<file path="config.mk">
export PLATFORM = sky130hd
export DESIGN_NAME = gfa_div
export DESIGN_NICKNAME = d
export VERILOG_FILES = /design/src/hw/rtl/gfa_pkg.sv /design/src/hw/rtl/gfa_div.sv
export SDC_FILE = /design/constraint.sdc
export NUM_CORES = 1
export LEC_CHECK = 0
export BUFFER_PORTS_ARGS = -buffer_cell sky130_fd_sc_hd__buf_4
export CAP_MARGIN = 40
export CORE_MARGIN = 5
export CORE_UTILIZATION = 52
export DETAILED_ROUTE_END_ITERATION = 10
export GPL_TIMING_DRIVEN = 0
export PLACE_DENSITY = 0.85
export RECOVER_POWER = 100
export SLEW_MARGIN = 20
export SYNTH_ARGS = -nofsm -noshare
export SYNTH_HDL_FRONTEND = slang
export SYNTH_SLANG_ARGS = --single-unit
</file>
<file path="constraint.sdc">
create_clock -name clock -period 3.15 [get_ports clock]
set_input_delay 0.315 -clock clock [delete_from_list [all_inputs] [get_ports clock]]
set_output_delay 0.315 -clock clock [all_outputs]
set_load 0.1 [all_outputs]
</file>
<file path="src/hw/rtl/gfa_pkg.sv">
// ----------------------------------------------------------------------------
// Geofence alarm check package
// Shared widths, codes, state types and divider status for the fence checker.
// ----------------------------------------------------------------------------
package gfa_pkg;

   localparam int DEF_MAX_SHAPES   = 8;
   localparam int DEF_MAX_VERTICES = 16;

   localparam int COORD_W    = 14;
   localparam int VTX_W      = 13;
   localparam int BOX_W      = 12;
   localparam int PROD_W     = 27;
   localparam int MUL_W      = 16;
   localparam int CSR_IDX_W  = 3;
   localparam int CSR_DATA_W = 14;

   localparam int MIN_POLY_VERTS = 3;
   localparam int RECT_CORNERS   = 2;

   typedef enum logic [1:0] {
      OP_VERTEX = 2'd0,
      OP_SHAPE  = 2'd1,
      OP_CHECK  = 2'd2
   } opcode_type;

   typedef enum logic [2:0] {
      CSR_VIDEO_WIDTH    = 3'd0,
      CSR_VIDEO_HEIGHT   = 3'd1,
      CSR_MODEL_WIDTH    = 3'd2,
      CSR_MODEL_HEIGHT   = 3'd3,
      CSR_OVERLAY_WIDTH  = 3'd4,
      CSR_OVERLAY_HEIGHT = 3'd5,
      CSR_ALARM_INSIDE   = 3'd6,
      CSR_FENCE_ENABLE   = 3'd7
   } csr_idx_type;

   typedef enum logic [3:0] {
      S_IDLE,
      S_DECODE,
      S_DIV_GO,
      S_DIV_WAIT,
      S_SHAPE,
      S_VADDR,
      S_VLOAD,
      S_VUSE,
      S_EDGE_L,
      S_EDGE_R,
      S_EDGE_C,
      S_DONE
   } ctrl_state_type;

   typedef enum logic [2:0] {
      JOB_LEFT,
      JOB_RIGHT,
      JOB_BOTTOM,
      JOB_VX,
      JOB_VY
   } div_job_type;

   typedef enum logic {
      DIV_IDLE,
      DIV_RUN
   } div_state_type;

   typedef struct packed {
      logic               start;
      logic [PROD_W-1:0]  dividend;
      logic [COORD_W-1:0] divisor;
   } div_req_type;

   typedef struct packed {
      logic               done;
      logic [COORD_W-1:0] quot;
   } div_rsp_type;

endpackage

</file>
<file path="src/hw/rtl/gfa_div.sv">
// ----------------------------------------------------------------------------
// Geofence scaling divider
// Restoring divider, one quotient bit a cycle, quotient saturated at 14 bits.
// ----------------------------------------------------------------------------
module gfa_div
   import gfa_pkg::*;
(
   input  logic        clock,
   input  logic        reset,
   input  div_req_type div_req,
   output div_rsp_type div_rsp
);

   localparam int CNT_W = $clog2(COORD_W);

   div_state_type      state_ff, state_in;
   logic [CNT_W-1:0]   cnt_ff, cnt_in;
   logic [COORD_W-1:0] den_ff, den_in;
   logic [COORD_W-1:0] rem_ff, rem_in;
   logic [COORD_W-1:0] low_ff, low_in;
   logic [COORD_W-1:0] quot_ff, quot_in;
   logic               done_ff, done_in;

   logic [COORD_W-1:0] den_start;
   logic [COORD_W:0]   trial;
   logic               ge;
   logic [COORD_W:0]   diff;
   logic               ovf;

   always_comb begin
      // zero divisor is taken as one
      den_start = (div_req.divisor == '0) ? COORD_W'(1) : div_req.divisor;
      ovf       = {1'b0, div_req.dividend} >= {den_start, {COORD_W{1'b0}}};
      trial     = {rem_ff, low_ff[COORD_W-1]};
      ge        = trial >= {1'b0, den_ff};
      diff      = trial - {1'b0, den_ff};

      state_in = state_ff;
      cnt_in   = cnt_ff;
      den_in   = den_ff;
      rem_in   = rem_ff;
      low_in   = low_ff;
      quot_in  = quot_ff;
      done_in  = 1'b0;

      case (state_ff)
         DIV_IDLE: begin
            if (div_req.start) begin
               den_in = den_start;
               if (ovf) begin
                  quot_in = '1;
                  done_in = 1'b1;
               end else begin
                  rem_in   = {1'b0, div_req.dividend[PROD_W-1:COORD_W]};
                  low_in   = div_req.dividend[COORD_W-1:0];
                  cnt_in   = '0;
                  state_in = DIV_RUN;
               end
            end
         end
         DIV_RUN: begin
            rem_in  = ge ? diff[COORD_W-1:0] : trial[COORD_W-1:0];
            low_in  = {low_ff[COORD_W-2:0], 1'b0};
            quot_in = {quot_ff[COORD_W-2:0], ge};
            cnt_in  = cnt_ff + CNT_W'(1);
            if (cnt_ff == CNT_W'(COORD_W - 1)) begin
               done_in  = 1'b1;
               state_in = DIV_IDLE;
            end
         end
         default: begin
            state_in = DIV_IDLE;
         end
      endcase
   end

   always_ff @(posedge clock) begin
      if (reset) begin
         state_ff <= DIV_IDLE;
         done_ff  <= 1'b0;
      end else begin
         state_ff <= state_in;
         done_ff  <= done_in;
      end
      cnt_ff  <= cnt_in;
      den_ff  <= den_in;
      rem_ff  <= rem_in;
      low_ff  <= low_in;
      quot_ff <= quot_in;
   end

   assign div_rsp.done = done_ff;
   assign div_rsp.quot = quot_ff;

endmodule
</file>
### Word level (Yosys, flattened, before mapping)

Cells that the tools add are included.

* word-level logic and storage cells: 42
* register bits: 62
* output and inout bits: 15

* magnitude comparators: 2
* equal/unequal tests: 4
* reduce and logical (&&, ||, !) cells: 4
* bitwise logic cells: 1
* mux-type cells: 22
* $add $sub $neg: 2

Operators by type and width (count)
* $mux 14: 8
* $pmux 14 s2: 3
* $ge 27x28->1: 1
* $ge 15x14->1: 1
* $logic_not 14->1: 1
* $sub 14x14->14: 1
* $mux 4: 2
* $pmux 4 s2: 1
* $mux 1: 6
* $ne 2x2->1 const B: 3
* $reduce_and 2->1: 3
* $add 4x1->4 const B: 1
* $eq 4x4->1 const B: 1
* $pmux 1 s2: 2
* $not 1->1: 1

### Logic depth before layout (Yosys ltp)

Gate-level depths: netlist of the first run.

* depth in word-level cells: 6
* depth in mapped cells: 11

### Least setup slack after synthesis of the first run

OpenSTA, ideal clock, no wires.

* kind: input port to flip-flop
* from: in div_req[2] (netlist bit)
* to: reg cnt_ff[0] (enable)
* setup time: 0.388 ns
* path buffers: 0
* arrival: 2.681 ns
* stages on the path: 10
* required time: 2.762 ns
* path slack: 0.080 ns
* path through: inv_1 -> nand4_1 -> nor4_1 -> a41o_1 -> ha_1 -> nor4b_1 -> and4_1 -> o311a_1 -> a211oi_1 -> a21o_1

* cells in the longest elaborated chain, start to end: 5

Ends and longest elaborated chain
* start: declaration: line gfa_div.sv:10 `input div_req_type div_req,`
* $logic_not 14->1: line gfa_div.sv:32 `den_start = (div_req.divisor == '0) ? COORD_W'(1) : div_req.divisor;`
* $mux 14: line gfa_div.sv:32
* net den_start[0]: line gfa_div.sv:24 `logic [COORD_W-1:0] den_start;`
* $ge 27x28->1: line gfa_div.sv:33 `ovf = {1'b0, div_req.dividend} >= {den_start, {COORD_W{1'b0}}};`
* $ne 2x2->1 (no line)
* $reduce_and 2->1 (no line)
* end signal: assignment: line gfa_div.sv:85 `cnt_ff <= cnt_in;`
* end: declaration: line gfa_div.sv:17 `logic [CNT_W-1:0] cnt_ff, cnt_in;`

The timed path passes the listed nets, and every way through them passes these cells.
A chain may end at the register's enable or synchronous reset.

### Worst setup path in the final report of the first run

* from: reg rem_ff[7]
* to: reg rem_ff[9], data pin

* cells in the longest elaborated chain, start to end: 3
* elaborated cells between the ends (all ways): 4

Ends and longest elaborated chain
* start: declaration: line gfa_div.sv:19 `logic [COORD_W-1:0] rem_ff, rem_in;`
* start signal: assignment: line gfa_div.sv:87 `rem_ff <= rem_in;`
* $sub 14x14->14 / $ge 15x14->1 (equally long branches): line gfa_div.sv:36, gfa_div.sv:35
* $mux 14 (*): line gfa_div.sv:62 `rem_in = ge ? diff[COORD_W-1:0] : trial[COORD_W-1:0];`
* $pmux 14 s2 (*): line gfa_div.sv:46 `case (state_ff)`
* net rem_in[9]: line gfa_div.sv:19

Mark *: on every way through the listed nets, which the timed path passes. The rest lies on a longest branch.

==> results.txt, run 1 <==
The die is 95.1 um tall. The top cell type's share of synthesized area came out at 0.478. The leading area contributor after synthesis is edfxtp_1. The placer's final routability congestion estimate came out at 0.893. The slack of the critical path came out at 0.170 ns. Sorting the synthesized cells by how often they occur yields edfxtp_1 (60), inv_1 (36), ha_1 (29). The max-capacitance violation count came out at 0. The run finished with clean final reports. The proportion of register bits with asynchronous set or reset after synthesis is 0.

The final route contains 3,123 vias. The depth of the CTS H-tree came out at 3. Once layout is done, the placed cells without fillers occupy 0.00443 mm2. Dividing total power by cell area gives a power density of 553 mW/mm2. The remaining antenna violation count is 0. In this run the horizontal extent of the chip is 95.1 um. The setup-violating endpoint count in the final report came out at 0.

Summed over all layers, the global routing overflow is 0. The clock tree root driver cell is clkbuf_8. The net count of the mapped netlist came out at 428.

The combined buffer and inverter count along the critical path came out at 2. The post-synthesis sequential element count came out at 62. Buffers inserted to repair hold after CTS numbered 0. Synthesis produced 354 cells. The CTS tree is yes. The fraction of final layout cells with drive strength greater than 1 came out at 0.182. STA classifies the critical path startpoint as a register.

The number of distinct library cells after synthesis is 52. The total global-route track usage is 0.216. The aggregate routed wire length is 9420 um. The number of vias per cell came out at 5.91. During synthesis, Yosys emitted a total of 0 warnings. The final critical delay including setup and external delays came out at 2.98 ns. The register clock-pin slew on the reported worst setup and hold paths came out at 0.07 ns. The worst ir drop on vdd is 0.000375 V. Static timing analysis puts the maximum clock frequency at 0.336 GHz. The worst hold slack across all endpoints came out at 0.140 ns. After legalization and detailed placement, the total HPWL measured 7000 um.

The pre-CTS setup slack is -0.610 ns. The pin count of the biggest net entering global routing is 34. The layout overhead on the synthesized area came out at 17.7%. The wire length per cell after detailed routing is 17.8 um. The slowest stage of the critical path belongs to the cell or4_4. The worst setup path is captured at a register. For this design the top-level I/O count stands at 59.

The net total in the final layout is 498. The final clock period utilization by the worst path is 0.946. The number of buffers inserted to repair setup after CTS is 0. The pre-antenna-repair detailed-routing pass consisted of 5 iterations. The top flip-flop cell by instance count after synthesis is edfxtp_1. The largest single stage delay on the critical path is 0.59 ns.

The headroom to the max-slew limit came out at 0.185. The count of input and output buffers came out at 58. The count of pins over their slew limit came out at 0. The data arrival time at the worst-slack endpoint came out at 3.05 ns. The floorplan step defined a core boundary enclosing 0.00714 mm2. The critical path is of the register to register type. The TritonCTS buffer count came out at 9. The final hold violation count came out at 0. For the final database, setup skew stands at 0.00952 ns. edfxtp_1 is the most common cell in the netlist. In this run the worst hold path is classified as input port to register. The average instance area after synthesis is 10.6 um2. The number of antenna violations at the first check in global routing is 0.

For this configuration, the core starts out at a cell density of 0.528. The overall die area is 0.00904 mm2. The post-synthesis instance area is 0.00377 mm2. Setup repair after global routing left no endpoint under its margin.

In this design, the largest share of critical-path delay is due to compound AO/OA/AOI/OAI gates. The total number of clock tree sinks came out at 62. The actual slew at the worst max-slew pin came out at 1.23 ns.

The first routing iteration left 347 violations. In the post-synthesis netlist, the biggest area contributors are edfxtp_1 (48%), ha_1 (9.6%), mux2_2 (3.9%). The biggest fanout along the worst timing path is 10. The total power is 2.45 mW.

The antenna cell count came out at 0. The clock latency reported for the late side of the worst-skew pair is 0.34 ns. The required time of the critical path is 3.22 ns. The signal on the critical path passes through ha_1 -> buf_4 -> nand3_1 -> or4_4 -> o211ai_1 -> a31o_2 -> clkbuf_2 -> a2bb2oi_1 -> o31ai_1. The row count came out at 31. The number of resized instances in the post-cts repair step is 2. The leakage dissipation is 1.77 nW. The number of global-route vias before repair is 3,165.

The first-pass GRT wire length came out at 14,800 um. The remaining design rule violation count came out at 0. The maximum clock insertion buffer count is 2. Once placement finished, the instance area stood at 0.00433 mm2.

The count of flip-flops with a built-in enable after synthesis is 60. Of the synthesized area, sequential elements account for 0.489.
power by group:
| group | internal (mW) | total (mW) | switching [mW] |
|---|---|---|---|
| Clock | 0.364 | 0.677 | 0.313 |
| Combinational | 0.276 | 0.726 | 0.450 |
| Sequential | 1.01 | 1.05 | 0.0375 |
through the flow:
stage	util	cells	TNS (ns)
final	0.621	528	0
after global routing	0.621	528	0
after CTS	0.635	527	0
after detailed placement	0.607	511	-22.38
after global placement	0.606	511	-39.04
after floorplan	-	354	0
state kept, by name, indices dropped and copies added (netlist names):
register / cells
done_ff: 1
low_ff: 14
state_ff: 1
cnt_ff: 4
den_ff: 14
rem_ff: 14
quot_ff: 14
worst paths after layout:
check	slack [ns]	from	endpoint	cells past startpoint
worst min register to register	0.54	quot_ff[4]	quot_ff[5]	1
worst max-delay path	0.17	rem_ff[7]	rem_ff[9]	9
worst max register to register	0.17	rem_ff[7]	rem_ff[9]	9
worst min-delay path	0.14	reset	done_ff	2
cell families (layout without fill, tap and decap cells):
logic type                 count (synthesis)  after routing  share of synthesized area
DFF                                       62             62                      0.489
xor gates and xnor gates                   8              8                     0.0186
muxes                                     15             15                     0.0442
and+or+nand+nor                          106            106                      0.150
buffers and inverters                     62            137                     0.0664
adders and majority gates                 30             30                      0.102
AOI/OAI and AO/OA                         71             71                      0.130
layer usage:
layer / GRT usage / vias to the layer above / share of wire
met1: 0.254 / 1488 / 0.38
met3: 0.0584 / 36 / 0.079
met5: 0 / - / 0
met4: 0.101 / 0 / 0.037
li1: - / 1424 / -
met2: 0.365 / 175 / 0.50
worst reg2reg max path, cell delays in order (launching register included):
cell	delay (ns)
edfxtp_1	0.42
ha_1	0.30
buf_4	0.15
nand3_1	0.19
or4_4	0.59
o211ai_1	0.26
a31o_2	0.22
clkbuf_2	0.26
a2bb2oi_1	0.22
o31ai_1	0.11
area by class of cell:
class | instances | area [um2]
multi-input combinational | 230 | 1690
tap | 99 | 124
clock buffer | 10 | 128
fill | 584 | 2700
buffer | 26 | 113
timing repair buffer | 59 | 345
inverter | 36 | 135
clock inverter | 6 | 62.6
sequential | 62 | 1840
placed cells by master (no fill, tap or decap), types with 5 or more instances in the layout:
cell,instances
inv_1,36
nand3_1,7
mux2_2,13
a31oi_1,8
clkbuf_1,47
a21oi_1,22
nand4_1,7
buf_4,33
ha_1,29
nor4_1,5
edfxtp_1,60
nor2_1,24
o21ai_0,6
clkbuf_8,9
nand2_1,23
nand2b_1,18
Note: power is estimated with default switching activity, not from simulation.
==> inputs of run 2 (changes only) <==
Settings changed: CORE_UTILIZATION 52 to 30, PLACE_DENSITY 0.85 to 0.57.
==> results.txt, run 2 (synthesized netlist as in run 1, its figures left out) <==
The antenna cell count came out at 0 (unchanged). The fill cell instance count of the final layout came out at 1,254 (+110%). In this run the critical register-to-register path is captured at rem_ff[5].

The count of pins over their slew limit came out at 0 (unchanged). For hold timing, the worst endpoint is done_ff. The register clock-pin slew on the reported worst setup and hold paths came out at 0.05 ns (-0.02 ns). The wire length per cell after detailed routing was 15.8 um (-12%). Setup repair after global routing left no endpoint under its margin.

The share of total power in the clock network came to 0.371 (+0.095). The clock latency reported for the late side of the worst-skew pair is 0.33 ns (about the same). The number of iterations in the first detailed-routing pass came out at 4 (-1). The post-placement cell count came out at 584 (+14%). The net total in the final layout came to 500 (+0.40%).

The first-pass GRT wire length was 14,800 um (-0.24%). The floorplan die width is 122 um (+28%). The global route total overflow came out at 0 (unchanged). In this run the worst hold path is classified as input port to register.

The run finished with clean final reports. The worst hold slack across all endpoints is 0.145 ns (+0.00533 ns). The area of the multi-input gates was 0.00170 mm2 (+0.96%). The instance count along the most critical hold path is 2 (unchanged).

The fraction of final layout cells with drive strength greater than 1 is 0.183 (+0.00148). The setup-violating endpoint count in the final report came out at 0 (unchanged). The count of pins on the block boundary came out at 59 (unchanged). The final critical delay including setup and external delays is 2.96 ns (-0.0181 ns). The overall die area came out at 0.0149 mm2 (+65%).

The remaining antenna violation count came to 0 (unchanged). The remaining design rule violation count came out at 0 (unchanged). The top cell types in the final layout, fill and taps aside, are edfxtp_1 (60), clkbuf_1 (46), inv_1 (36). The actual slew at the worst max-slew pin came out at 1.18 ns (-0.0448 ns). The row count is 41 (+32%). STA classifies the critical path endpoint as a register. The combinational share of power came out at 0.255 (-0.041). The final hold violation count came out at 0 (unchanged). The final HPWL from detailed placement came out at 7200 um (+2.9%). The worst hold path begins at reset. The combined flip-flop and latch cell area came to 0.00184 mm2 (unchanged). The total number of clock tree sinks is 62 (unchanged).

The placer's final routability congestion estimate came out at 0.827 (-7.5%). STA classifies the critical path startpoint as an input port. The data arrival time at the worst-slack endpoint came out at 2.96 ns (-0.09 ns). The sequential share of power is 0.373 (-0.055). The fmax is 0.338 GHz (+0.61%).

The total global-route track usage was 0.130 (-0.0857). The non-filler instance count after layout is 603 (+14%). The die outline height is 122 um (+28%). The initial cell density of the core is 0.302 (-0.226). The internal portion of total power was 1.98 mW (+20%). In this run the critical register-to-register path is launched from rem_ff[11]. The max-capacitance violation count is 0 (unchanged).

The internal reg-to-reg setup slack is 0.32 ns (+0.15 ns). The switching power as a share of total power came out at 0.295 (-0.0315). The count of input and output buffers is 58 (unchanged). The clock tree root driver cell is clkbuf_16.

The power density of the placed cells is 600 mW/mm2 (+8.6%). The maximum clock insertion buffer count is 2 (unchanged). The number of vias per cell came out at 4.80 (-19%). The number of cells traversed by the worst register-to-register path is 8 (-1). The biggest fanout along the worst timing path came to 17 (+7).

The core box area is 0.0125 mm2 (+75%). The worst setup path is of the input port to register kind. The layout overhead on the synthesized area is 24.2%.

The worst ir drop on vdd is 0.000420 V (+12%). The number of global-route vias before repair is 2,939 (-7.1%). The number of buffers inserted to repair setup after CTS is 0 (unchanged).

The final clock period utilization by the worst path is 0.940 (-0.00576). The via total after detailed routing came out at 2,896 (-7.3%). The worst-case clock skew was 0.00577 ns (-0.00375 ns).

The headroom to the max-slew limit is 0.215 (+0.0298). The leakage dissipation is 1.83 nW (+3.5%). The depth of the CTS H-tree was 3 (unchanged). The number of antenna violations at the first check in global routing came out at 0 (unchanged).

The most common library cell in the layout ignoring fill and taps is edfxtp_1. The violation count after the first detailed-routing iteration is 128 (-63%). The net load switching power is 828 uW (+3.4%). The required time of the critical path came to 3.15 ns (-0.07 ns). The pin count of the biggest net entering global routing came out at 18 (-47%). The aggregate routed wire length is 9500 um (+0.84%). The TritonCTS buffer count is 9 (unchanged).

The CTS tree is yes.
run 2: cell count changes in the layout (fill, tap and decap cells not counted), sizes merged:
cell and delta:
bufinv +1, clkinv -1, buf +1, a21o +1, clkinvlp +1, clkbuf -1
run 2: final cells by class:
type,count,area share
Buffer,26,0.0244
Clock inverter,7,0.0190
Clock buffer,9,0.0482
Tap cell,172,0.0460
Inverter,36,0.0289
Timing Repair Buffer,60,0.0757
Sequential cell,62,0.394
Multi-Input combinational cell,231,0.364
run 2: power by group through the flow:
stage,sequential [mW],clock [mW],combinational [mW]
finish,1.05,1.04,0.717
detailed placement,1.07,0,0.709
global placement,1.06,0,0.699
floorplan,1.08,0,0.485
CTS,1.05,1.06,0.723
global route,1.06,1.10,0.791
run 2: worst max-delay path by stage:
stage,startpoint,endpoint,slack [ns]
final,div_req[2],rem_ff[1],0.19
after global placement,div_req[2],quot_ff[13],-1.10
after floorplan,div_req[2],cnt_ff[0],0.08
after CTS,div_req[2],rem_ff[1],0.14
after global routing,div_req[2],rem_ff[13],0.06
after detailed placement,div_req[2],rem_ff[3],-0.69
run 2: critical path, stage by stage:
cell      delay (ns)
clkbuf_4        0.11
inv_1           0.12
nand4_1         0.11
nor4_1          0.36
a41o_1          0.28
ha_1            0.23
nor4b_1         0.13
and4_1          0.17
o311a_1         0.37
a211oi_2        0.40
a21o_4          0.36
run 2: timing repair:
action	4_1_cts	5_1_grt
gates resized for setup	3	0
hold buffers	0	0
endpoints found under the setup margin	33	0
endpoints found under the hold margin	0	0
run 2: stage by stage:
step	setup slack, ns	cell area [um2]	util	power, mW	TNS (ns)
after floorplan	0.0803	3770	-	1.57	0
after global placement	-1.10	4420	0.354	1.76	-50.76
after detailed placement	-0.694	4420	0.355	1.78	-25.87
after CTS	0.135	4760	0.382	2.84	0
after global routing	0.0564	4680	0.375	2.95	0
final	0.188	4680	0.375	2.81	0
run 2: layer usage:
| layer | wire (um) | vias to the layer above | track usage |
|---|---|---|---|
| li1 | - | 1428 | - |
| met1 | 4040 | 1391 | 0.154 |
| met2 | 4840 | 68 | 0.225 |
| met3 | 491 | 9 | 0.0381 |
| met4 | 131 | 0 | 0.0448 |
| met5 | 0 | - | 0 |
==> inputs of run 3 (changes only) <==
Settings changed: SETUP_SLACK_MARGIN set to 0.4.
==> results.txt, run 3 (synthesized netlist as in run 1, its figures left out) <==
The final instance area is 0.00481 mm2 (+2.9%). The worst ir drop on vdd is 0.000366 V (-13%). In this run the most critical hold path is launched from reset. The pin count of the biggest net entering global routing came out at 17 (-1). The register clock-pin slew on the reported worst setup and hold paths is 0.05 ns (about the same). The internal portion of total power is 1.95 mW (-1.4%). The initial cell density of the core is 0.302 (unchanged). The worst hold path belongs to the class input port to register. The total of hold buffers inserted after clock tree synthesis is 0 (unchanged). The number of cells traversed by the worst register-to-register path came to 8 (unchanged).

The worst setup path is of the register to register kind. The count of pins on the block boundary is 59 (unchanged). The actual slew at the worst max-slew pin is 1.18 ns (-0.00580 ns). The power density of the placed cells was 580 mW/mm2 (-3.4%). The sequential share of power was 0.376 (+0.003). The number of antenna violations at the first check in global routing is 0 (unchanged). The fmax came out at 0.348 GHz (+3.0%). The flow ran to the end, and the final reports show no timing, DRC or antenna violations. The post-placement cell count came out at 584 (unchanged). The max-capacitance violation count came out at 0 (unchanged).

The row count came to 41 (unchanged). The share of total power in the clock network came out at 0.352 (-0.019). The wire length per cell after detailed routing came to 15.8 um (+0.58%). The final hold violation count is 0 (unchanged). The overall die area came out at 0.0149 mm2 (unchanged). Leaving out fill and tap cells, the most frequent cell in the layout is edfxtp_1.

The final HPWL from detailed placement is 7050 um (-2.0%). The total global-route track usage came out at 0.133 (+0.00270). The combinational share of power is 0.272 (+0.017). The setup-violating endpoint count in the final report is 0 (unchanged). TritonCTS built the clock tree. The number of iterations in the first detailed-routing pass is 4 (unchanged).

The final critical delay including setup and external delays is 2.88 ns (-0.0861 ns). The non-filler instance count after layout is 611 (+1.3%). The net total in the final layout came out at 508 (+1.6%). The total number of clock tree sinks is 62 (unchanged). The required time of the critical path is 3.31 ns (+0.16 ns). The placed standard-cell area is 0.00443 mm2 (+0.14%).

The leakage dissipation is 1.87 nW (+2.2%). The worst hold path terminates at done_ff. The tree is rooted in a clkbuf_16. The biggest fanout along the worst timing path came to 10 (-7). The floorplan die width came out at 122 um (unchanged).

The instance count along the most critical hold path is 2 (unchanged). The worst-case clock skew came out at 0.00495 ns (-0.000821 ns). STA classifies the critical path startpoint as a register. The remaining antenna violation count came out at 0 (unchanged). The number of global-route vias before repair came out at 2,947 (+0.27%). The depth of the CTS H-tree came out at 3 (unchanged). The TritonCTS buffer count is 9 (unchanged). The headroom to the max-slew limit came out at 0.219 (+0.00385). The reg-to-reg critical path endpoint is rem_ff[4]. The maximum clock insertion buffer count came out at 2 (unchanged). The remaining design rule violation count is 0 (unchanged). The global route total overflow came out at 0 (unchanged). The aggregate routed wire length came out at 9680 um (+1.9%). The antenna cell count is 0 (unchanged).

The count of pins over their slew limit came out at 0 (unchanged). The violation count after the first detailed-routing iteration came out at 141 (+10%). The die outline height is 122 um (unchanged).

The startpoint identified for the worst register-to-register timing path is rem_ff[11]. The number of vias per cell came out at 4.78 (-0.53%). The fraction of final layout cells with drive strength greater than 1 is 0.207 (+0.0240). The count of input and output buffers is 58 (unchanged).

The aggregate negative setup slack is 0 ns (unchanged). The data arrival time at the worst-slack endpoint is 3.04 ns (+0.08 ns). The first-pass GRT wire length came out at 15,200 um (+3.0%).

The core box area came to 0.0125 mm2 (unchanged). The pre-CTS setup slack is -0.511 ns (+0.183 ns). The fill cell instance count of the final layout came out at 1,225 (-2.3%).

The slack of the critical path is 0.275 ns (+0.0861 ns). In the layout the commonest cells are edfxtp_1 (60), clkbuf_1 (50), buf_4 (38). The placer's final routability congestion estimate came out at 0.807 (-2.3%). The switching power as a share of total power was 0.301 (+0.00557). Setup repair after global routing could not meet its margin everywhere. The via total after detailed routing is 2,919 (+0.79%). The final clock period utilization by the worst path is 0.913 (-0.0273). The clock latency reported for the late side of the worst-skew pair is 0.33 ns (about the same). The net load switching power was 839 uW (+1.3%). The internal reg-to-reg setup slack came to 0.27 ns (-0.05 ns).

Tracing the worst setup path back leads to its startpoint at rem_ff[11]. STA classifies the critical path endpoint as a register. The layout overhead on the synthesized area is 27.8%.
==> run 3: final cells by class <==
type                       instances  area (um2)  share of cell area
timing repair buffer              66         437              0.0907
clock inverter                     4        47.5             0.00988
sequential                        62        1840               0.383
buffer                            26         114              0.0237
inverter                          36         146              0.0304
multi-input combinational        233        1760               0.367
tap                              172         215              0.0447
clock buffer                      12         246              0.0512
==> run 3: metrics by stage <==
step            util  hold slack [ns]  total power, mW
5_1_grt        0.386            0.161             2.93
3_3_place_gp   0.355            0.482             1.76
6_report       0.386            0.154             2.79
4_1_cts        0.386            0.143             2.79
2_1_floorplan      -            0.384             1.57
3_5_place_dp   0.355            0.488             1.78
==> run 3: routing by layer <==
| metal | global-route usage | vias to the layer above | share of wire |
|---|---|---|---|
| met5 | 0 | - | 0 |
| met1 | 0.163 | 1392 | 0.43 |
| met2 | 0.230 | 62 | 0.50 |
| met4 | 0.0462 | 0 | 0.016 |
| met3 | 0.0292 | 12 | 0.049 |
| li1 | - | 1453 | - |
==> run 3: worst max-delay path: stages (launching register included) <==
cell,delay [ns]
edfxtp_1,0.40
ha_1,0.37
a21o_1,0.23
a211oi_4,0.35
o211ai_2,0.20
a31oi_4,0.31
clkbuf_1,0.49
nand2_1,0.13
a31oi_1,0.22
==> run 3: power by group through the flow <==
stage | Sequential (mW) | Combinational, mW | Clock [mW]
after floorplan | 1.08 | 0.487 | 0
after global placement | 1.06 | 0.701 | 0
after detailed placement | 1.07 | 0.713 | 0
after CTS | 1.05 | 0.739 | 1.00
after global routing | 1.06 | 0.835 | 1.03
final | 1.05 | 0.758 | 0.982
==> run 3: how the worst max path moves through the flow <==
| stage | depth (start not counted) | endpoint |
|---|---|---|
| floorplan | 10 | quot_ff[0] |
| detailed placement | 11 | rem_ff[3] |
| CTS | 12 | cnt_ff[2] |
| finish | 8 | rem_ff[4] |
| global placement | 11 | quot_ff[13] |
| global route | 8 | rem_ff[5] |
==> run 3: timing repair <==
| action | in CTS | in global routing |
|---|---|---|
| endpoints found under the setup margin | 48 | 55 |
| setup buffers | 1 | 5 |
| gates cloned | 2 | 2 |
| resized for setup | 7 | 22 |
| pin swaps | 2 | 9 |
